$ cat src/sv/tks_pkg.sv
// Shared constants, types and helpers for the table key search block.
// Used by tks_search and table_key_search; depends on nothing.
package tks_pkg;

    localparam int TABLE_DEPTH = 1024;
    localparam int ENTRY_WIDTH = 32;
    localparam int ADDR_W      = $clog2(TABLE_DEPTH);
    localparam int PTR_W       = ADDR_W + 2;
    localparam int CNT_W       = 11;
    localparam int IDX_W       = 10;
    localparam int POS_W       = 10;
    localparam int VALUE_W     = 32;
    localparam int APB_DATA_W  = 32;
    localparam int APB_ADDR_W  = 3;

    localparam logic KIND_LOAD  = 1'b0;
    localparam logic KIND_QUERY = 1'b1;

    localparam logic MODE_LINEAR = 1'b0;
    localparam logic MODE_BINARY = 1'b1;

    localparam logic REG_ENTRY_COUNT = 1'b0;
    localparam logic REG_SEARCH_MODE = 1'b1;

    typedef enum logic [1:0] {
        S_IDLE,
        S_PROBE,
        S_CMP
    } t_state;

    typedef struct packed {
        logic                   start;
        logic                   mode;
        logic [CNT_W-1:0]       count;
        logic [ENTRY_WIDTH-1:0] key;
    } t_search_req;

    typedef struct packed {
        logic              en;
        logic [ADDR_W-1:0] addr;
    } t_rd_req;

    function automatic logic [ENTRY_WIDTH-1:0] to_entry(input logic [VALUE_W-1:0] v);
        logic [VALUE_W+63:0] ext;
        ext = {{64{v[VALUE_W-1]}}, v};
        return ext[ENTRY_WIDTH-1:0];
    endfunction

endpackage

$ cat src/sv/tks_search.sv
// Search sequencer: one probe at a time through a shared signed comparator.
// Depends on tks_pkg; reads the table through the read port of tks_ram.
module tks_search (
    input  logic                            i_clk,
    input  logic                            i_rst_n,
    input  tks_pkg::t_search_req            i_req,
    output logic                            o_busy,
    output tks_pkg::t_rd_req                o_rd,
    input  logic [tks_pkg::ENTRY_WIDTH-1:0] i_rd_data,
    output logic                            o_valid,
    output logic                            o_found,
    output logic [tks_pkg::POS_W-1:0]       o_position
);
    import tks_pkg::*;

    t_state r_state, n_state;
    logic                          r_mode, n_mode;
    logic [ADDR_W:0]               r_cnt, n_cnt;
    logic [ENTRY_WIDTH-1:0]        r_key, n_key;
    logic signed [PTR_W-1:0]       r_lo, n_lo;
    logic signed [PTR_W-1:0]       r_hi, n_hi;
    logic [ADDR_W-1:0]             r_mid, n_mid;
    logic                          r_valid, n_valid;
    logic                          r_found, n_found;
    logic [POS_W-1:0]              r_pos, n_pos;

    logic [ADDR_W:0]               cnt_sat;
    logic signed [PTR_W-1:0]       mid_b;
    logic                          empty;
    logic                          cmp_eq;
    logic                          cmp_lt;

    assign cnt_sat = (32'(i_req.count) > TABLE_DEPTH) ? (ADDR_W+1)'(TABLE_DEPTH)
                                                       : (ADDR_W+1)'(i_req.count);
    assign mid_b   = r_lo + ((r_hi - r_lo) >>> 1);
    assign empty   = (r_mode == MODE_BINARY) ? (r_lo > r_hi)
                                             : (r_lo >= $signed(PTR_W'(r_cnt)));
    assign cmp_eq  = (i_rd_data == r_key);
    assign cmp_lt  = ($signed(i_rd_data) < $signed(r_key));

    always_ff @(posedge i_clk) begin
        if (!i_rst_n) begin
            r_state <= S_IDLE;
            r_valid <= 1'b0;
        end else begin
            r_state <= n_state;
            r_valid <= n_valid;
        end
    end

    always_ff @(posedge i_clk) begin
        r_mode  <= n_mode;
        r_cnt   <= n_cnt;
        r_key   <= n_key;
        r_lo    <= n_lo;
        r_hi    <= n_hi;
        r_mid   <= n_mid;
        r_found <= n_found;
        r_pos   <= n_pos;
    end

    always_comb begin
        n_state = r_state;
        n_mode  = r_mode;
        n_cnt   = r_cnt;
        n_key   = r_key;
        n_lo    = r_lo;
        n_hi    = r_hi;
        n_mid   = r_mid;
        n_valid = 1'b0;
        n_found = r_found;
        n_pos   = r_pos;
        o_rd.en   = 1'b0;
        o_rd.addr = r_mid;
        unique case (r_state)
            S_IDLE: begin
                if (i_req.start) begin
                    n_mode  = i_req.mode;
                    n_cnt   = cnt_sat;
                    n_key   = i_req.key;
                    n_lo    = '0;
                    n_hi    = $signed(PTR_W'(cnt_sat)) - PTR_W'(1);
                    n_state = S_PROBE;
                end
            end
            S_PROBE: begin
                if (empty) begin
                    n_valid = 1'b1;
                    n_found = 1'b0;
                    n_pos   = '0;
                    n_state = S_IDLE;
                end else begin
                    n_mid     = (r_mode == MODE_BINARY) ? mid_b[ADDR_W-1:0]
                                                        : r_lo[ADDR_W-1:0];
                    o_rd.en   = 1'b1;
                    o_rd.addr = n_mid;
                    n_state   = S_CMP;
                end
            end
            S_CMP: begin
                if (cmp_eq) begin
                    n_valid = 1'b1;
                    n_found = 1'b1;
                    n_pos   = POS_W'(r_mid);
                    n_state = S_IDLE;
                end else begin
                    if (r_mode == MODE_BINARY && !cmp_lt) begin
                        n_hi = $signed(PTR_W'(r_mid)) - PTR_W'(1);
                    end else begin
                        n_lo = $signed(PTR_W'(r_mid)) + PTR_W'(1);
                    end
                    n_state = S_PROBE;
                end
            end
            default: begin
                n_state = S_IDLE;
            end
        endcase
    end

    assign o_busy     = (r_state != S_IDLE);
    assign o_valid    = r_valid;
    assign o_found    = r_found;
    assign o_position = r_pos;

endmodule

$ cat config.mk
export PLATFORM = sky130hd
export DESIGN_NAME = tks_search
export DESIGN_NICKNAME = d
export VERILOG_FILES = /design/src/sv/tks_pkg.sv /design/src/sv/tks_search.sv
export SDC_FILE = /design/constraint.sdc
export NUM_CORES = 1
export LEC_CHECK = 0
export BUFFER_PORTS_ARGS = -buffer_cell sky130_fd_sc_hd__buf_2
export CAP_MARGIN = 5
export CORE_MARGIN = 4
export CORE_UTILIZATION = 28
export DETAILED_ROUTE_END_ITERATION = 8
export PLACE_DENSITY = 0.48
export SKIP_LAST_GASP = 1
export SLEW_MARGIN = 20
export SYNTH_ARGS = -nofsm -noshare
export SYNTH_HDL_FRONTEND = slang
export SYNTH_SLANG_ARGS = --single-unit
$ cat constraint.sdc
create_clock -name i_clk -period 3.58 [get_ports i_clk]
set_input_delay 0.179 -clock i_clk [delete_from_list [all_inputs] [get_ports i_clk]]
set_output_delay 0.179 -clock i_clk [all_outputs]
set_load 0.01 [all_outputs]
==> metrics.cfg, run 1 <==
[drt]
drt_wl_total_um = 16170
routedWlPerCell_um = 15.13
drc = 0
via_per_inst = 4.630
ant_nets = 0
dr_total_vias = 4950
dr.pass1.iters = 4
initialDrtViolationCount = 181

[yosys]
avgSynthCellArea_um2 = 10.12
synth_area_leaders = edfxtp_1 (42%), ha_1 (16%), inv_1 (4.7%), a21oi_1 (2.9%), xor2_1 (2.4%)
yosysUniqueCellTypes = 56
async_reset_ff_frac = 0
netlist_area_mm2 = 0.006246
ys_seq_area_frac = 0.4327
synth_edf_count = 88
syn_inst = 617
synthFlopType = edfxtp_1
ys_warn_count = 0
synth_nets = 778
yosysTopAreaCell = edfxtp_1
ys_ff_latch = 91
synth_top_area_frac = 0.4231

[global_routing]
grt.overflow.total = 0
grt_max_degree = 45
track_usage = 0.1341
grt_pass1_vias = 4990
antenna_found_initial = 0
grt_pass1_wl_um = 25990

[layout]
nFillCells = 2253
layout_common_cells = buf_2 (98), edfxtp_1 (88), ha_1 (77)
multi_input_area_mm2 = 0.003293
register_area_mm2 = 0.002703
antenna_cells = 0
final_common_cell = buf_2
nNetsFinal = 945
fin_util = 0.3719
area_delta_synth_final_pct = 30.33
final_layout_size_suffix_gt1_frac = 0.2548

[min_path]
hold_class = primary input to register

[power]
p_int_mw = 2.765
powerDensity_mw_per_mm2 = 516.2
clkPwrFrac = 0.253
p_comb_frac = 0.408
ir_drop_mv = 0.2337
p_sw_frac = 0.3420
seq_power_share = 0.339
p_switching_mw = 1.437
leakage_nw = 3.589

[clock_tree]
cts_tree = done
clock_latency_ps = 350
root_buffer = clkbuf_16
cts_sinks = 91
cts_buffers = 9
clkTransAtPathRegs_ps = 70
clk_path_buf_depth = 2
h-tree-depth = 3

[sta]
slew_headroom = 0.5557
drv_slew = 0
fin_crit_sh = 1.057
clock_skew_ps = 11.80
rsz0062_at_grt = true
period_needed_ps = 3783
finalSetupViolCount = 5
holdWs_ps = 24.89
worst_pin_slew_ps = 664.6
worst_slack_ps = -203.1
hold_viol_final = 0
fmax_ghz = 0.2643

[die]
io_pins = 103
start_util = 0.2853
dieHeight_um = 157.4
rows = 54
die-area_mm2 = 0.02476
core-area_mm2 = 0.02189
fp.dieW_um = 157.4

[worst_setup_path]
cp-end-kind = primary output
required_ps = 3400
crit_fanout = 3
arrival_ps = 3600
crit_type = register to primary output
startpoint_type = register
reg2reg_slack_ps = 320

[placement]
routabilityCongestion = 0.8229
port_buffers = 102
dp_hpwl_um = 12600

[run_status]
violations = setup timing
status = finished, violations left

[run]
maxCapViolations = 0

## flip-flops by register name, summed over array words and instances (netlist names)
register    cells
r_state         2
r_lo           11
o_found         1
r_hi           12
r_cnt          11
r_mid          10
r_mode          1
o_position     10
r_key          32
o_valid         1
## cell families after synthesis
logic type / synth area share
AND/OR/NAND/NOR: 0.1534
flip-flops: 0.4327
adder cells (fa/ha/maj): 0.1667
multiplexers: 0.02224
XOR/XNOR: 0.04207
AO/OA/AOI/OAI: 0.1206
buffers and inverters: 0.06230
## through the flow
stage / power, mW / setup WS, ps / std cells / setup TNS, ps / instance area [um^2]
2_1_floorplan: 2.410 / 132.4 / 617 / 0 / 6246
3_3_place_gp: 2.931 / 46.42 / 1014 / 0 / 7274
3_5_place_dp: 2.927 / -39.25 / 1014 / -39.25 / 7274
4_1_cts: 4.120 / -185.2 / 1063 / -530.6 / 8013
5_1_grt: 4.493 / -414.5 / 1069 / -1616 / 8140
6_report: 4.202 / -203.1 / 1069 / -616.4 / 8140
## repair_timing
action | CTS | global route
hold buffers | 31 | 0
pin swaps | 14 | 17
buffers inserted | 3 | 7
endpoints found under the hold margin | 31 | 0
gates resized for setup | 29 | 17
setup endpoints to repair | 6 | 7
## layout make-up
type,count,area share
multi-input cells,427,0.4045
well taps,280,0.04304
clock inverters,6,0.01184
clock buffers,10,0.02813
repair buffers,175,0.1436
flip-flops and latches,91,0.3320
inverters,80,0.03689
## path summary, 6_finish.rpt
| kind | startpoint | end | cells after the start |
|---|---|---|---|
| hold reg to reg | r_state[1] | r_state[1] | 2 |
| setup reg to reg | r_hi[0] | r_mid[9] | 16 |
| setup / recovery | r_hi[0] | o_rd[5] | 18 |
| hold / removal | i_req[8] | r_key[8] | 1 |
## metal layers
metal	routed length (um)	vias up	global-route usage
met5	0	-	0
met4	258	0	0.04097
met3	635	16	0.02420
met2	7745	109	0.2221
met1	7535	2285	0.1788
li1	-	2540	-
## cell usage after synthesis, drive strengths merged, types with 4 or more instances
cell,n
nor4,5
mux2,10
a21o,8
nor2b,16
and2,13
nor2,37
xor2,17
o21ai,28
nand2b,9
xnor2,13
nand2,36
nand3,25
a22oi,5
nand4,13
ha,80
a21oi,36
clkbuf,14
a211oi,5
a211o,4
buf,5
inv,79
nor3,14
o211ai,8
edfxtp,88
and3,7
## power groups by stage
stage          registers [mW]  clock network [mW]  logic (mW)
5_1_grt                  1.44                1.14        1.91
4_1_cts                  1.42                1.09        1.61
6_report                 1.42                1.06        1.71
3_3_place_gp             1.44                   0        1.49
2_1_floorplan            1.42                   0       0.988
3_5_place_dp             1.45                   0        1.48
## critical path, stage by stage (launching register included)
cell and delay, ps:
edfxtp_1 420, inv_2 90, ha_4 130, inv_2 30
fa_2 360, a21oi_4 210, buf_6 120, inv_2 30
a21oi_2 120, xnor2_1 90, ha_1 350, nand3_1 100
o211ai_1 160, buf_4 180, or3_1 310, nand3_2 90
o21ai_2 60, mux2_4 270, buf_6 120
(Power assumes the default switching activity.)
==> run 2: changes to the inputs <==
- CORE_MARGIN: 4 -> not set
- MAX_ROUTING_LAYER: not set -> met4
- PLACE_DENSITY: 0.48 -> 0.5
- clock period: 3.58 -> 3.3 ns (I/O delays scaled with it)
==> run 2 against run 1 <==
  * The flow still finishes with violations (setup timing)
  * Wire length grew 0.39%
  * Clock skew fell by 2.0 ps
  * Die area shrank 7.5%
  * Register-to-register slack got worse by 260 ps
  * Critical path depth unchanged
  * Highest routed layer unchanged
==> metrics.cfg, run 2 (synthesis gave the netlist of run 1 again) <==
[global_routing]
grt_pass1_vias = 4979  ; -0.22%
grt_max_degree = 32  ; -29%
antenna_found_initial = 0  ; unchanged
grt.overflow.total = 0  ; unchanged
grt_pass1_wl_um = 25790  ; -0.77%
track_usage = 0.1556  ; +0.02148

[drt]
via_per_inst = 4.570  ; -1.3%
dr.pass1.iters = 4  ; unchanged
drc = 0  ; unchanged
drt_wl_total_um = 16240  ; +0.39%
initialDrtViolationCount = 225  ; +24%
ant_nets = 0  ; unchanged
dr_total_vias = 4981  ; +0.63%
routedWlPerCell_um = 14.90  ; -1.5%

[layout]
regMostFlops = r_key
fin_util = 0.3796  ; +0.007745
area_delta_synth_final_pct = 32.63
largest_reg_flops = 32  ; unchanged
antenna_cells = 0  ; unchanged
layout_common_cells = buf_2 (96), edfxtp_1 (88), ha_1 (78)
nNetsFinal = 966  ; +2.2%
nFillCells = 2180  ; -3.2%
reg_top3 = r_key x32, r_hi x12
final_layout_size_suffix_gt1_frac = 0.2741  ; +0.01932
final_common_cell = buf_2

[power]
p_switching_mw = 1.555  ; +8.2%
p_comb_frac = 0.431  ; +0.023
p_sw_frac = 0.3408  ; -0.001217
ir_drop_mv = 0.2684  ; +15%
seq_power_share = 0.338  ; about the same
leakage_nw = 3.685  ; +2.7%
clkPwrFrac = 0.231  ; -0.022
powerDensity_mw_per_mm2 = 550.7  ; +6.7%
p_int_mw = 3.008  ; +8.8%

[sta]
rsz0062_at_grt = true
finalSetupViolCount = 7  ; +2
hold_viol_final = 0  ; unchanged
fmax_ghz = 0.2691
worst_slack_ps = -416.1  ; -213.0 ps
slew_headroom = 0.5385  ; -0.01724
clock_skew_ps = 9.815  ; -1.981 ps
fin_crit_sh = 1.126
holdWs_ps = 72.37  ; +47.48 ps
worst_pin_slew_ps = 691.5  ; +26.97 ps
tns_ps = -2176  ; -1560 ps
drv_slew = 0  ; unchanged
period_needed_ps = 3716

[clock_tree]
h-tree-depth = 3  ; unchanged
clock_latency_ps = 360  ; about the same
cts_tree = done
cts_buffers = 9  ; unchanged
root_buffer = clkbuf_16
clkTransAtPathRegs_ps = 70  ; about the same
clk_path_buf_depth = 2  ; unchanged
cts_sinks = 91  ; unchanged

[worst_setup_path]
cp_top_family = adder cells
worstPathCellList = inv_2 > ha_4 > inv_2 > fa_2 > a21oi_2 > buf_4 > inv_2 > a21oi_2 > xnor2_1 > ha_1 > buf_4 > nand3_1 > o211ai_1 > or3_1 > nand3_2 > o21ai_2 > mux2_4 > buf_6
crit_type = register to primary output
r2r-start = r_hi[0]
timing.rr.end = r_mid[9]
crit_fanout = 4  ; +1
crit_top_cell = inv_2
arrival_ps = 3550  ; -50 ps
startpoint_type = register
cp_slowest_stage_delay_ps = 410  ; about the same
rr_worst_depth = 16  ; unchanged
worst-path-buf-inv = 6  ; unchanged
cp-end-kind = primary output
required_ps = 3130  ; -270 ps
startpoint = r_hi[0]
reg2reg_slack_ps = 60  ; -260 ps
slowest_stage = edfxtp_1

[placement]
port_buffers = 102  ; unchanged
dp_hpwl_um = 12660  ; +0.52%
routabilityCongestion = 0.8601  ; +4.5%
dpl_worst_slack_ps = -211.8  ; -172.6 ps

[die]
core-area_mm2 = 0.02182  ; -0.31%
io_pins = 103  ; unchanged
die-area_mm2 = 0.02291  ; -7.5%
fp.dieW_um = 151.4  ; -3.8%
rows = 54  ; unchanged
start_util = 0.2862  ; +0.0008834
dieHeight_um = 151.4  ; -3.8%

[run]
maxCapViolations = 0  ; unchanged

[run_status]
violations = setup timing
status = finished, violations left

[min_path]
worstHoldPathCells = 2  ; +1
min_to = r_state[0]
hold_class = primary input to register
hold_path.startpoint = i_rst_n

run 2: cell types whose count changed in the layout (fill, tap and decap cells not counted), moves of 2 or more:
cell	change
clkinv_1	+2
buf_4	+19
clkinv_2	+2
buf_2	-2
dlygate4sd3_1	+2
run 2: worst reg2reg max path, cell delays in order (launching register included):
cell	delay, ps
edfxtp_1	410
inv_2	90
ha_4	130
inv_2	30
fa_2	340
a21oi_2	170
buf_4	140
inv_2	30
a21oi_2	130
xnor2_1	70
ha_1	320
nand3_1	80
o211ai_1	380
o221ai_2	200
and3_1	220
o211ai_1	190
nand2_1	80
run 2: worst max path at each step:
stage | to | cells after the start
6_report | o_rd[5] | 18
3_3_place_gp | o_rd[9] | 17
5_1_grt | o_rd[9] | 17
3_5_place_dp | o_rd[9] | 17
4_1_cts | o_rd[9] | 16
2_1_floorplan | o_rd[9] | 15
run 2: metrics by stage:
step                      std cells  total power [mW]  area [um^2]
after detailed placement       1028             3.252         7386
after global routing           1090             4.888         8284
after CTS                      1085             4.510         8167
after global placement         1028             3.246         7386
final                          1090             4.562         8284
after floorplan                 617             2.627         6252
run 2: power by group through the flow:
| stage | clock network, mW | registers [mW] | logic (mW) |
|---|---|---|---|
| 2_1_floorplan | 0 | 1.54 | 1.08 |
| 3_3_place_gp | 0 | 1.56 | 1.68 |
| 3_5_place_dp | 0 | 1.56 | 1.69 |
| 4_1_cts | 1.09 | 1.54 | 1.88 |
| 5_1_grt | 1.13 | 1.56 | 2.20 |
| 6_report | 1.05 | 1.54 | 1.97 |
run 2: final cells by class:
type	instances	area, um^2	share of cell area
multi-input combinational	427	3286	0.3966
sequential	91	2703	0.3262
timing repair buffer	196	1353	0.1633
tap	280	350.3	0.04229
inverter	80	300.3	0.03625
clock buffer	9	225.2	0.02719
clock inverter	7	67.56	0.008156
run 2: routing by layer:
metal | up-vias | track usage | wire (um)
li1 | 2585 | - | -
met1 | 2304 | 0.1983 | 7697
met2 | 80 | 0.2502 | 7762
met3 | 12 | 0.02199 | 539
met4 | 0 | 0.05650 | 238
met5 | - | - | 0
run 2: timing repair:
item / 4_1_cts / 5_1_grt
gates resized for setup: 28 / 20
buffers inserted: 8 / 5
setup endpoints to repair: 11 / 12
hold buffers: 33 / 0
endpoints found under the hold margin: 33 / 0
pin swaps: 17 / 16
==> run 3: changes to the inputs <==
- PLACE_DENSITY: 0.5 -> 0.48
- clock period: 3.3 -> 4.59 ns (I/O delays scaled with it)
==> run 3 against run 2 <==
  * The flow now finishes without violations
  * Die area did not move
  * Core utilization fell by 3.8 points
  * Hold slack got worse by 20 ps
==> metrics.cfg, run 3 (synthesis gave the netlist of run 1 again) <==
[run_status]
status = finished clean

[die]
dieHeight_um = 151.4  ; unchanged
rows = 54  ; unchanged
fp.dieW_um = 151.4  ; unchanged
start_util = 0.2862  ; unchanged
die-area_mm2 = 0.02291  ; unchanged
core-area_mm2 = 0.02182  ; unchanged
io_pins = 103  ; unchanged

[drt]
initialDrtViolationCount = 173  ; -23%
dr.pass1.iters = 4  ; unchanged
routedWlPerCell_um = 15.63  ; +4.9%
drc = 0  ; unchanged
dr_total_vias = 4638  ; -6.9%
ant_nets = 0  ; unchanged
drt_wl_total_um = 15720  ; -3.2%
via_per_inst = 4.610  ; +0.89%

[clock_tree]
cts_buffers = 9  ; unchanged
cts_tree = done
h-tree-depth = 3  ; unchanged
root_buffer = clkbuf_16
clock_latency_ps = 350  ; about the same
clk_path_buf_depth = 2  ; unchanged
holdBufCountCts = 0  ; -100%
clkTransAtPathRegs_ps = 70  ; about the same
cts_sinks = 91  ; unchanged

[layout]
reg_top3 = r_key x32, r_hi x12
antenna_cells = 0  ; unchanged
nNetsFinal = 882  ; -8.7%
multi_input_area_mm2 = 0.003164  ; -3.7%
register_area_mm2 = 0.002703  ; unchanged
final_layout_size_suffix_gt1_frac = 0.1983  ; -0.07573
area_delta_synth_final_pct = 19.19
nFillCells = 2260  ; +3.7%
final_common_cell = buf_2
largest_reg_flops = 32  ; unchanged
regMostFlops = r_key
layout_common_cells = buf_2 (102), edfxtp_1 (88), inv_1 (79), ha_1 (79), nor2_1 (37)
fin_util = 0.3411  ; -0.03847

[sta]
hold_viol_final = 0  ; unchanged
worst_pin_slew_ps = 659.1  ; -32.45 ps
rsz0062_at_grt = false
clock_skew_ps = 7.745  ; -2.070 ps
tns_ps = 0  ; +2176 ps
period_needed_ps = 4214
fin_crit_sh = 0.9180
drv_slew = 0  ; unchanged
finalSetupViolCount = 0  ; -7
slew_headroom = 0.5594  ; +0.02090
fmax_ghz = 0.2373

[worst_setup_path]
worstPathCellList = inv_1 > ha_1 > nor2b_1 > o21ai_0 > a21boi_0 > o21ai_1 > nor2b_1 > xnor2_1 > ha_2 > nand3_1 > o211ai_1 > buf_4 > or3_1 > nand3_1 > o21ai_0 > mux2_4 > buf_2
rr_worst_depth = 15  ; -1
cp-end-kind = primary output
r2r-start = r_lo[1]
crit_fanout = 6  ; +2
worst-path-buf-inv = 3  ; -3
slowest_stage = edfxtp_1
cp_top_family = compound AO/OA/AOI/OAI gates
startpoint_type = register
arrival_ps = 3980  ; +430 ps
required_ps = 4360  ; +1230 ps
crit_type = register to primary output
cp_slowest_stage_delay_ps = 460  ; +50 ps
reg2reg_slack_ps = 940  ; +880 ps
timing.rr.end = r_mid[9]

[placement]
dp_hpwl_um = 12350  ; -2.5%
port_buffers = 102  ; unchanged
routabilityCongestion = 0.8207  ; -4.6%

[power]
ir_drop_mv = 0.1948  ; -27%
p_sw_frac = 0.3373  ; -0.003480
p_total_mw = 3.063  ; -33%
powerDensity_mw_per_mm2 = 411.4  ; -25%
p_comb_frac = 0.348  ; -0.083
leakage_nw = 3.263  ; -11%
seq_power_share = 0.370  ; +0.032
p_int_mw = 2.030  ; -33%
clkPwrFrac = 0.282  ; +0.051
p_switching_mw = 1.033  ; -34%

[global_routing]
grt.overflow.total = 0  ; unchanged
antenna_found_initial = 0  ; unchanged
grt_pass1_wl_um = 24700  ; -4.2%
grt_max_degree = 45  ; +41%
track_usage = 0.1501  ; -0.005409
grt_pass1_vias = 4627  ; -7.1%

[min_path]
worstHoldPathCells = 1  ; -1
min_to = r_key[12]
hold_path.startpoint = i_req[12]
hold_class = primary input to register

[run]
maxCapViolations = 0  ; unchanged

## run 3: changes by cell type in the layout (fill, tap and decap cells not counted), moves of 4 or more
cell	previous run	this run
dlygate4sd3_1	33	0
inv_2	4	0
a21oi_2	6	0
a21oi_1	30	36
buf_6	7	0
o21ai_2	5	0
o21ai_0	20	27
buf_4	59	10
inv_1	75	79
buf_2	96	102
## run 3: how the worst max path moves through the flow
stage	from	end	slack, ps	cells after the start
detailed placement	r_lo[1]	o_rd[9]	600	16
finish	r_lo[1]	o_rd[5]	380	17
CTS	r_lo[1]	o_rd[9]	180	16
global route	r_lo[1]	o_rd[9]	20	16
floorplan	r_lo[1]	o_rd[9]	1090	15
global placement	r_lo[1]	o_rd[9]	650	16
## run 3: what timing repair did
item                                    in CTS  in global routing
gates resized for setup                      0                  3
buffers inserted                             0                  3
endpoints found under the setup margin       0                  3
## run 3: cell type report
type / instances / share of cell area
Tap cell: 280 / 0.04706
Multi-Input combinational cell: 427 / 0.4250
Clock buffer: 9 / 0.03025
Inverter: 80 / 0.04034
Sequential cell: 91 / 0.3630
Timing Repair Buffer: 112 / 0.07866
Clock inverter: 7 / 0.01563
## run 3: power groups by stage
stage                     Combinational, mW  Sequential, mW  Clock, mW
after floorplan                       0.770            1.11          0
after global placement                 1.05            1.16          0
after detailed placement               1.04            1.16          0
after CTS                              1.05            1.14      0.888
after global routing                   1.22            1.15      0.911
final                                  1.07            1.13      0.863
## run 3: worst register-to-register path, delay by kind of cell, from the launching register on
family	cells	cell delay (ps)
buffers and inverters	1	150
AOI/OAI and AO/OA	6	1340
adders and majority gates	2	660
xor gates and xnor gates	1	90
DFF	1	460
and+or+nand+nor	5	710
## run 3: metal layers
layer	vias to the layer above	share of wire	track usage
li1	2412	-	-
met1	2102	0.46	0.1823
met2	103	0.47	0.2420
met3	21	0.044	0.03163
met4	0	0.023	0.06000
met5	-	0	-
## run 3: stage by stage
| stage | area (um^2) | hold slack [ps] | instances | worst slack, ps |
|---|---|---|---|---|
| after floorplan | 6246 | 328.4 | 617 | 1092 |
| after global placement | 7072 | 406.1 | 987 | 651.9 |
| after detailed placement | 7072 | 407.6 | 987 | 599.3 |
| after CTS | 7413 | 37.70 | 1003 | 179.8 |
| after global routing | 7445 | 35.41 | 1006 | 15.78 |
| final | 7445 | 51.94 | 1006 | 376.3 |
